--- config.mk ---
export PLATFORM = sky130hd
export DESIGN_NAME = rc_serial_frame_decoder
export DESIGN_NICKNAME = d
export VERILOG_FILES = /design/src/rtl/rcsfd_pkg.sv /design/src/rtl/rc_serial_frame_decoder.sv
export SDC_FILE = /design/constraint.sdc
export NUM_CORES = 1
export LEC_CHECK = 0
export ABC_CLOCK_PERIOD_IN_PS = 3600
export BUFFER_PORTS_ARGS = -buffer_cell sky130_fd_sc_hd__buf_2
export CAP_MARGIN = 15
export CORE_ASPECT_RATIO = 1.5
export CORE_MARGIN = 1
export CORE_UTILIZATION = 59
export CTS_BUF_LIST = sky130_fd_sc_hd__clkbuf_16
export CTS_CLUSTER_DIAMETER = 50
export DETAILED_ROUTE_END_ITERATION = 8
export PLACE_DENSITY = 0.88
export SETUP_SLACK_MARGIN = 0.1
export SLEW_MARGIN = 20
export SYNTH_ARGS = -nofsm -noshare
export SYNTH_HDL_FRONTEND = slang
export SYNTH_SLANG_ARGS = --single-unit
--- constraint.sdc ---
create_clock -name clk -period 3.6 [get_ports clk]
set_input_delay 0.18 -clock clk [delete_from_list [all_inputs] [get_ports clk]]
set_output_delay 0.18 -clock clk [all_outputs]
set_load 0.01 [all_outputs]
--- src/rtl/rcsfd_pkg.sv ---
package rcsfd_pkg;

    localparam logic [7:0]  HDR_FIRST          = 8'h20;
    localparam logic [7:0]  HDR_SECOND         = 8'h40;
    localparam logic [15:0] CSUM_INIT          = 16'hFFFF - 16'h0020 - 16'h0040;
    localparam logic [4:0]  POS_CSUM_LOW       = 5'd28;
    localparam logic [4:0]  POS_CSUM_HIGH      = 5'd29;
    localparam logic [11:0] CH_MIN_RESET       = 12'd1000;
    localparam logic [11:0] CH_MAX_RESET       = 12'd2000;
    localparam logic [11:0] CH_DEFAULT         = 12'd1500;

    // register indexes, selected by paddr[2]
    localparam logic REG_CH_MIN = 1'b0;
    localparam logic REG_CH_MAX = 1'b1;

    typedef logic [11:0] ch_value_t;

endpackage

--- src/rtl/rc_serial_frame_decoder.sv ---
// RC serial frame decoder.
// Input channel (in_valid/in_ready/rx_byte) takes one received byte per request
// and sustains one byte per cycle while in_ready is high. The block hunts for
// the header 0x20 0x40, collects 30 frame bytes, checks the 16-bit checksum
// and, on a match, clamps the first NUM_CHANNELS little-endian words to
// [channel_min, channel_max]. The clamped words go to the channel store and
// are sent on the output channel (out_valid/out_ready/channel_index/
// channel_value/last_channel), one request per cycle while the receiver does
// not stall, index 0 first, last_channel set on the final one. The edge that
// takes the last byte of a matching frame marks a run as pending, and each
// result is then unloaded from the channel store through a single output
// register.
// A stalled receiver holds the output register. Bytes keep being taken; only the
// last byte of a following frame waits (in_ready low) until the previous run has
// left the store. Reset: hunting for a header, no pending results, channel store
// at 1500, channel_min 1000, channel_max 2000. The user writes the registers
// over the APB port (channel_min at 0x0, channel_max at 0x4) only while the
// block is idle; the block itself does not enforce this.
module rc_serial_frame_decoder #(
    parameter int NUM_CHANNELS = 6
) (
    input  logic        clk,
    input  logic        rst_n,
    input  logic        psel,
    input  logic        penable,
    input  logic        pwrite,
    input  logic [2:0]  paddr,
    input  logic [31:0] pwdata,
    output logic [31:0] prdata,
    output logic        pready,
    input  logic        in_valid,
    output logic        in_ready,
    input  logic [7:0]  rx_byte,
    output logic        out_valid,
    input  logic        out_ready,
    output logic [3:0]  channel_index,
    output logic [11:0] channel_value,
    output logic        last_channel
);

    localparam int BUF_DEPTH = 2 * NUM_CHANNELS;
    localparam int BUF_W     = $clog2(BUF_DEPTH);
    localparam int IDX_W     = (NUM_CHANNELS > 1) ? $clog2(NUM_CHANNELS) : 1;
    localparam logic [IDX_W-1:0] LAST_IDX = IDX_W'(NUM_CHANNELS - 1);

    // configuration
    rcsfd_pkg::ch_value_t ch_min_reg;
    rcsfd_pkg::ch_value_t ch_max_reg;

    // framing
    logic        hdr_seen_reg;
    logic        in_frame_reg;
    logic [4:0]  pos_reg;
    logic [15:0] csum_reg;
    logic [15:0] csum_next;
    logic [7:0]  csum_low_reg;
    logic [7:0]  buf_reg [BUF_DEPTH];

    rcsfd_pkg::ch_value_t store_reg [NUM_CHANNELS];
    rcsfd_pkg::ch_value_t clamp_val [NUM_CHANNELS];

    // result run
    logic             busy_reg;
    logic [IDX_W-1:0] cnt_reg;
    logic             out_valid_reg;
    logic [IDX_W-1:0] out_idx_reg;
    logic [11:0]      out_value_reg;
    logic             out_last_reg;

    logic in_acc;
    logic frame_end;
    logic csum_ok;
    logic load;
    logic cfg_wr;

    function automatic rcsfd_pkg::ch_value_t clamp_word(
        input logic [15:0] w,
        input rcsfd_pkg::ch_value_t lo,
        input rcsfd_pkg::ch_value_t hi
    );
        rcsfd_pkg::ch_value_t r;
        if (w > {4'd0, hi})
        begin
            r = hi;
        end
        else if (w < {4'd0, lo})
        begin
            r = lo;
        end
        else
        begin
            r = w[11:0];
        end
        return r;
    endfunction

    assign pready = 1'b1;
    assign cfg_wr = psel && penable && pwrite;

    always_comb
    begin
        case (paddr[2])
            rcsfd_pkg::REG_CH_MIN: prdata = {20'd0, ch_min_reg};
            rcsfd_pkg::REG_CH_MAX: prdata = {20'd0, ch_max_reg};
            default:               prdata = 32'd0;
        endcase
    end

    always_ff @(posedge clk or negedge rst_n)
    begin
        if (!rst_n)
        begin
            ch_min_reg <= rcsfd_pkg::CH_MIN_RESET;
            ch_max_reg <= rcsfd_pkg::CH_MAX_RESET;
        end
        else if (cfg_wr)
        begin
            if (paddr[2] == rcsfd_pkg::REG_CH_MIN)
            begin
                ch_min_reg <= pwdata[11:0];
            end
            else
            begin
                ch_max_reg <= pwdata[11:0];
            end
        end
    end

    // the checksum byte that closes a frame must wait while a run is unloading
    assign frame_end = in_frame_reg && (pos_reg == rcsfd_pkg::POS_CSUM_HIGH);
    assign in_ready  = !(frame_end && busy_reg);
    assign in_acc    = in_valid && in_ready;
    assign csum_next = csum_reg - {8'd0, rx_byte};
    assign csum_ok   = ({rx_byte, csum_low_reg} == csum_reg);
    assign load      = busy_reg && (!out_valid_reg || out_ready);

    always_comb
    begin
        for (int i = 0; i < NUM_CHANNELS; i++)
        begin
            clamp_val[i] = clamp_word({buf_reg[2*i+1], buf_reg[2*i]}, ch_min_reg, ch_max_reg);
        end
    end

    always_ff @(posedge clk or negedge rst_n)
    begin
        if (!rst_n)
        begin
            hdr_seen_reg <= 1'b0;
            in_frame_reg <= 1'b0;
            pos_reg      <= 5'd0;
            csum_reg     <= rcsfd_pkg::CSUM_INIT;
            for (int i = 0; i < NUM_CHANNELS; i++)
            begin
                store_reg[i] <= rcsfd_pkg::CH_DEFAULT;
            end
        end
        else if (in_acc)
        begin
            if (!in_frame_reg)
            begin
                if (hdr_seen_reg && (rx_byte == rcsfd_pkg::HDR_SECOND))
                begin
                    hdr_seen_reg <= 1'b0;
                    in_frame_reg <= 1'b1;
                    pos_reg      <= 5'd0;
                    csum_reg     <= rcsfd_pkg::CSUM_INIT;
                end
                else
                begin
                    hdr_seen_reg <= (rx_byte == rcsfd_pkg::HDR_FIRST);
                end
            end
            else if (pos_reg < rcsfd_pkg::POS_CSUM_LOW)
            begin
                csum_reg <= csum_next;
                pos_reg  <= pos_reg + 5'd1;
            end
            else if (pos_reg == rcsfd_pkg::POS_CSUM_LOW)
            begin
                pos_reg <= pos_reg + 5'd1;
            end
            else
            begin
                if (csum_ok)
                begin
                    for (int i = 0; i < NUM_CHANNELS; i++)
                    begin
                        store_reg[i] <= clamp_val[i];
                    end
                end
                hdr_seen_reg <= 1'b0;
                in_frame_reg <= 1'b0;
                pos_reg      <= 5'd0;
                csum_reg     <= rcsfd_pkg::CSUM_INIT;
            end
        end
    end

    // frame byte capture, no reset needed
    always_ff @(posedge clk)
    begin
        if (in_acc && in_frame_reg)
        begin
            if (pos_reg < 5'(BUF_DEPTH))
            begin
                buf_reg[pos_reg[BUF_W-1:0]] <= rx_byte;
            end
            if (pos_reg == rcsfd_pkg::POS_CSUM_LOW)
            begin
                csum_low_reg <= rx_byte;
            end
        end
    end

    always_ff @(posedge clk or negedge rst_n)
    begin
        if (!rst_n)
        begin
            busy_reg      <= 1'b0;
            cnt_reg       <= '0;
            out_valid_reg <= 1'b0;
        end
        else
        begin
            if (in_acc && frame_end && csum_ok)
            begin
                busy_reg <= 1'b1;
                cnt_reg  <= '0;
            end
            else if (load)
            begin
                cnt_reg <= cnt_reg + IDX_W'(1);
                if (cnt_reg == LAST_IDX)
                begin
                    busy_reg <= 1'b0;
                end
            end
            if (load)
            begin
                out_valid_reg <= 1'b1;
            end
            else if (out_ready)
            begin
                out_valid_reg <= 1'b0;
            end
        end
    end

    always_ff @(posedge clk)
    begin
        if (load)
        begin
            out_idx_reg   <= cnt_reg;
            out_value_reg <= store_reg[cnt_reg];
            out_last_reg  <= (cnt_reg == LAST_IDX);
        end
    end

    assign out_valid     = out_valid_reg;
    assign channel_index = 4'(out_idx_reg);
    assign channel_value = out_value_reg;
    assign last_channel  = out_last_reg;

    // a held result stays put while the receiver stalls
    assert property (@(posedge clk) disable iff (!rst_n)
        (out_valid_reg && !out_ready) |=> (out_valid_reg && $stable(out_idx_reg)
            && $stable(out_value_reg) && $stable(out_last_reg)))
        else $error("result changed while receiver stalled");

    assert property (@(posedge clk) disable iff (!rst_n)
        out_valid_reg |-> (out_idx_reg <= LAST_IDX))
        else $error("channel index out of range");

    assert property (@(posedge clk) disable iff (!rst_n)
        in_frame_reg |-> (pos_reg <= rcsfd_pkg::POS_CSUM_HIGH))
        else $error("byte position past end of frame");

    assert property (@(posedge clk) disable iff (!rst_n)
        (load && !busy_reg) |-> 1'b0)
        else $error("result loaded without a pending run");

endmodule
==> flow_metrics.env <==
export IMPL_path_class="reg -> reg"
export IMPL_wl_per_cell_microns=26.1
export IMPL_worst_path_buf_inv=1
export IMPL_ys_top_cells_by_count="ha_1 (152), edfxtp_1 (120), mux2_2 (96)"
export IMPL_critPathMaxStageDelay_ns=0.96
export IMPL_maxSlewViolCount=0
export IMPL_diodes=0
export IMPL_synth_async_sr_flop_share_pct=50.8
export IMPL_drc=0
export IMPL_cp_slowest_cell="a2111oi_0"
export IMPL_numCtsBuffers=27
export IMPL_whs_ns=0.00491
export IMPL_synth_area_leader_cell="edfxtp_1"
export IMPL_clock_sinks=244
export IMPL_clk_latency_ns=0.57
export IMPL_cts_tree="built"
export IMPL_wl_mm=48.3
export IMPL_gp_congestion=1.02
export IMPL_coreArea_sq_um=25900
export IMPL_overflow=0
export IMPL_arrival_ns=3.93
export IMPL_rsz0062_at_grt="no"
export IMPL_synth_top_cell_area_share_pct=22.9
export IMPL_first_pass_iters=6
export IMPL_largest_reg_flops=96
export IMPL_grt_max_degree=69
export IMPL_h_tree_depth=1
export IMPL_antenna_found_initial=0
export IMPL_drive_above_1_share_pct=24.7
export IMPL_yosysMostFrequentCell="ha_1"
export IMPL_cts_clk_slew_worst_paths_ns=0.07
export IMPL_fmax_mhz=290
export IMPL_vias_per_cell=7.00
export IMPL_stdcell_area_sq_um=17600
export IMPL_p_per_area_nw_per_um2=457
export IMPL_vias=13000
export IMPL_hold_buffers=15
export IMPL_crit_family="compound AO/OA/AOI/OAI gates"
export IMPL_nNetsFinal=1702
export IMPL_ctsResizeCount=0
export IMPL_rows=72
export IMPL_initial_core_util_pct=60.6
export IMPL_critPathLaunchType="flip-flop"
export IMPL_finalCritPeriodShare_pct=95.6
export IMPL_cts_setup_buffers=0
export IMPL_p_total_w=0.00806
export IMPL_synth_seq_cells=244
export IMPL_hpwl_mm=35.8
export IMPL_fin_skew_ns=0.0240
export IMPL_setup_viol=0
export IMPL_yosysSeqAreaShare_pct=43.2
export IMPL_yosys_warnings=0
export IMPL_pin_count=102
export IMPL_synth_edf_count=120
export IMPL_ir_drop_mv=0.372
export IMPL_synth_flop_cell="edfxtp_1"
export IMPL_place_area_sq_um=16500
export IMPL_maxSlewHeadroom_pct=24.3
export IMPL_grt_pass1_vias=12700
export IMPL_syn_inst=1424
export IMPL_period_needed_ns=3.44
export IMPL_ys_top_cells_by_area="edfxtp_1 (23%), ha_1 (12%), dfstp_2 (11%), dfrtp_1 (8.9%), mux2_2 (6.9%)"
export IMPL_grt_pass1_wl_mm=73.4
export IMPL_hold_violations=0
export IMPL_max_cap_viol_count=0
export IMPL_die_x_microns=135
export IMPL_avgSynthCellArea_sq_um=11.0
export IMPL_clockBufferDepth=3
export IMPL_synth_area_sq_um=15700
export IMPL_tightest_slew_ns=1.11
export IMPL_dieArea_sq_um=27300
export IMPL_required_ns=4.08
export IMPL_hp_class="in -> reg"
export IMPL_fin_tns_setup_ns=0
export IMPL_leakagePower_nw=6.98
export IMPL_clockRootBuffer="clkbuf_16"
export IMPL_grt_usage_pct=36.0
export IMPL_cp_end_kind="flip-flop"
export IMPL_dieHeight_microns=202
export IMPL_drt_iter0_markers=1288
export IMPL_worstPathMaxFanout=12
export IMPL_cp_cell_sequence="inv_1, ha_1, a2111oi_0, nor3_2, o31ai_1, a31oi_1, mux2_2"
export IMPL_yosysUniqueCellTypes=68
export IMPL_detail_route_antenna_nets=0
export IMPL_outcome="completed"
export IMPL_synthToLayoutAreaGrowth_pct=12.3
export IMPL_io_buffers=57
==> cell usage in the layout, fill, tap and decap left out, types with 5 or more instances in the layout <==
master           n
nor4_2           5
mux2i_1         14
buf_4           70
o211ai_1        50
a211oi_1        89
or4_1           19
dfrtp_1         56
xnor2_1         19
nand3_1         23
edfxtp_1       120
inv_1           64
and2_1          15
nand4_1         42
nor4_1           6
a21o_1          17
or3_1           12
or2_2            6
o31ai_1         67
mux2_2          96
o21a_1          13
nand2b_1        16
buf_2           56
ha_1           152
inv_8            5
conb_1          22
clkbuf_16       27
dfstp_2         68
a21oi_1         33
nor2b_1         15
nor2_1          30
a31oi_1         75
mux4_2          12
dlygate4sd3_1   15
o22ai_1         12
nand2_1         38
o21ai_0         67
==> cells by family after synthesis <==
family                     share of synthesized area (%)
AOI/OAI and AO/OA                                   19.3
and+or+nand+nor                                     9.50
DFF                                                 43.2
buffers and inverters                               5.01
adders and majority gates                           12.2
muxes                                               9.49
xor gates and xnor gates                            1.17
other                                             0.0478
==> metal layers <==
layer  global-route usage, %  vias to the layer above  wire (microns)
li1                        -                     5707               -
met1                    42.4                     6198           17300
met2                    57.3                      782           22100
met3                    5.54                      280            4000
met4                    30.2                        0            4860
met5                       0                        -               0
==> metrics by stage <==
step | instances | setup slack (ns) | util, %
after floorplan | 1444 | 0.639 | -
after global placement | 1788 | 0.238 | 63.7
after detailed placement | 1788 | 0.258 | 63.8
after CTS | 1852 | 0.226 | 68.0
after global routing | 1852 | 0.128 | 68.0
final | 1852 | 0.158 | 68.0
==> power breakdown <==
part / total [W] / switching, W / internal, W
clock: 0.00292 / 0.00122 / 0.00170
combinational: 0.00201 / 0.00132 / 0.000694
sequential: 0.00312 / 0.000110 / 0.00301
==> cell type report <==
cell class | instances | area, sq um
clock buffer | 27 | 676
tap | 333 | 417
timing repair buffer | 143 | 996
multi-input combinational | 1020 | 8260
sequential | 244 | 6790
clock inverter | 22 | 272
inverter | 63 | 236
fill | 1874 | 8300
==> worst paths after layout <==
| kind | startpoint | end | slack [ns] | depth (start not counted) |
|---|---|---|---|---|
| worst max-delay path | ch_min_reg[3] | store_reg[42] | 0.16 | 7 |
| worst min-delay path | rx_byte[2] | buf_reg[10][2] | 0.005 | 1 |
| worst max register to register | ch_min_reg[3] | store_reg[42] | 0.16 | 7 |
| worst min register to register | store_reg[35] | store_reg[35] | 0.51 | 1 |
| max in group asynchronous | rst_n | store_reg[20] | 2.39 | 3 |
| min in group asynchronous | rst_n | ch_max_reg[0] | 0.30 | 2 |
Note: power is estimated with default switching activity, not from simulation.
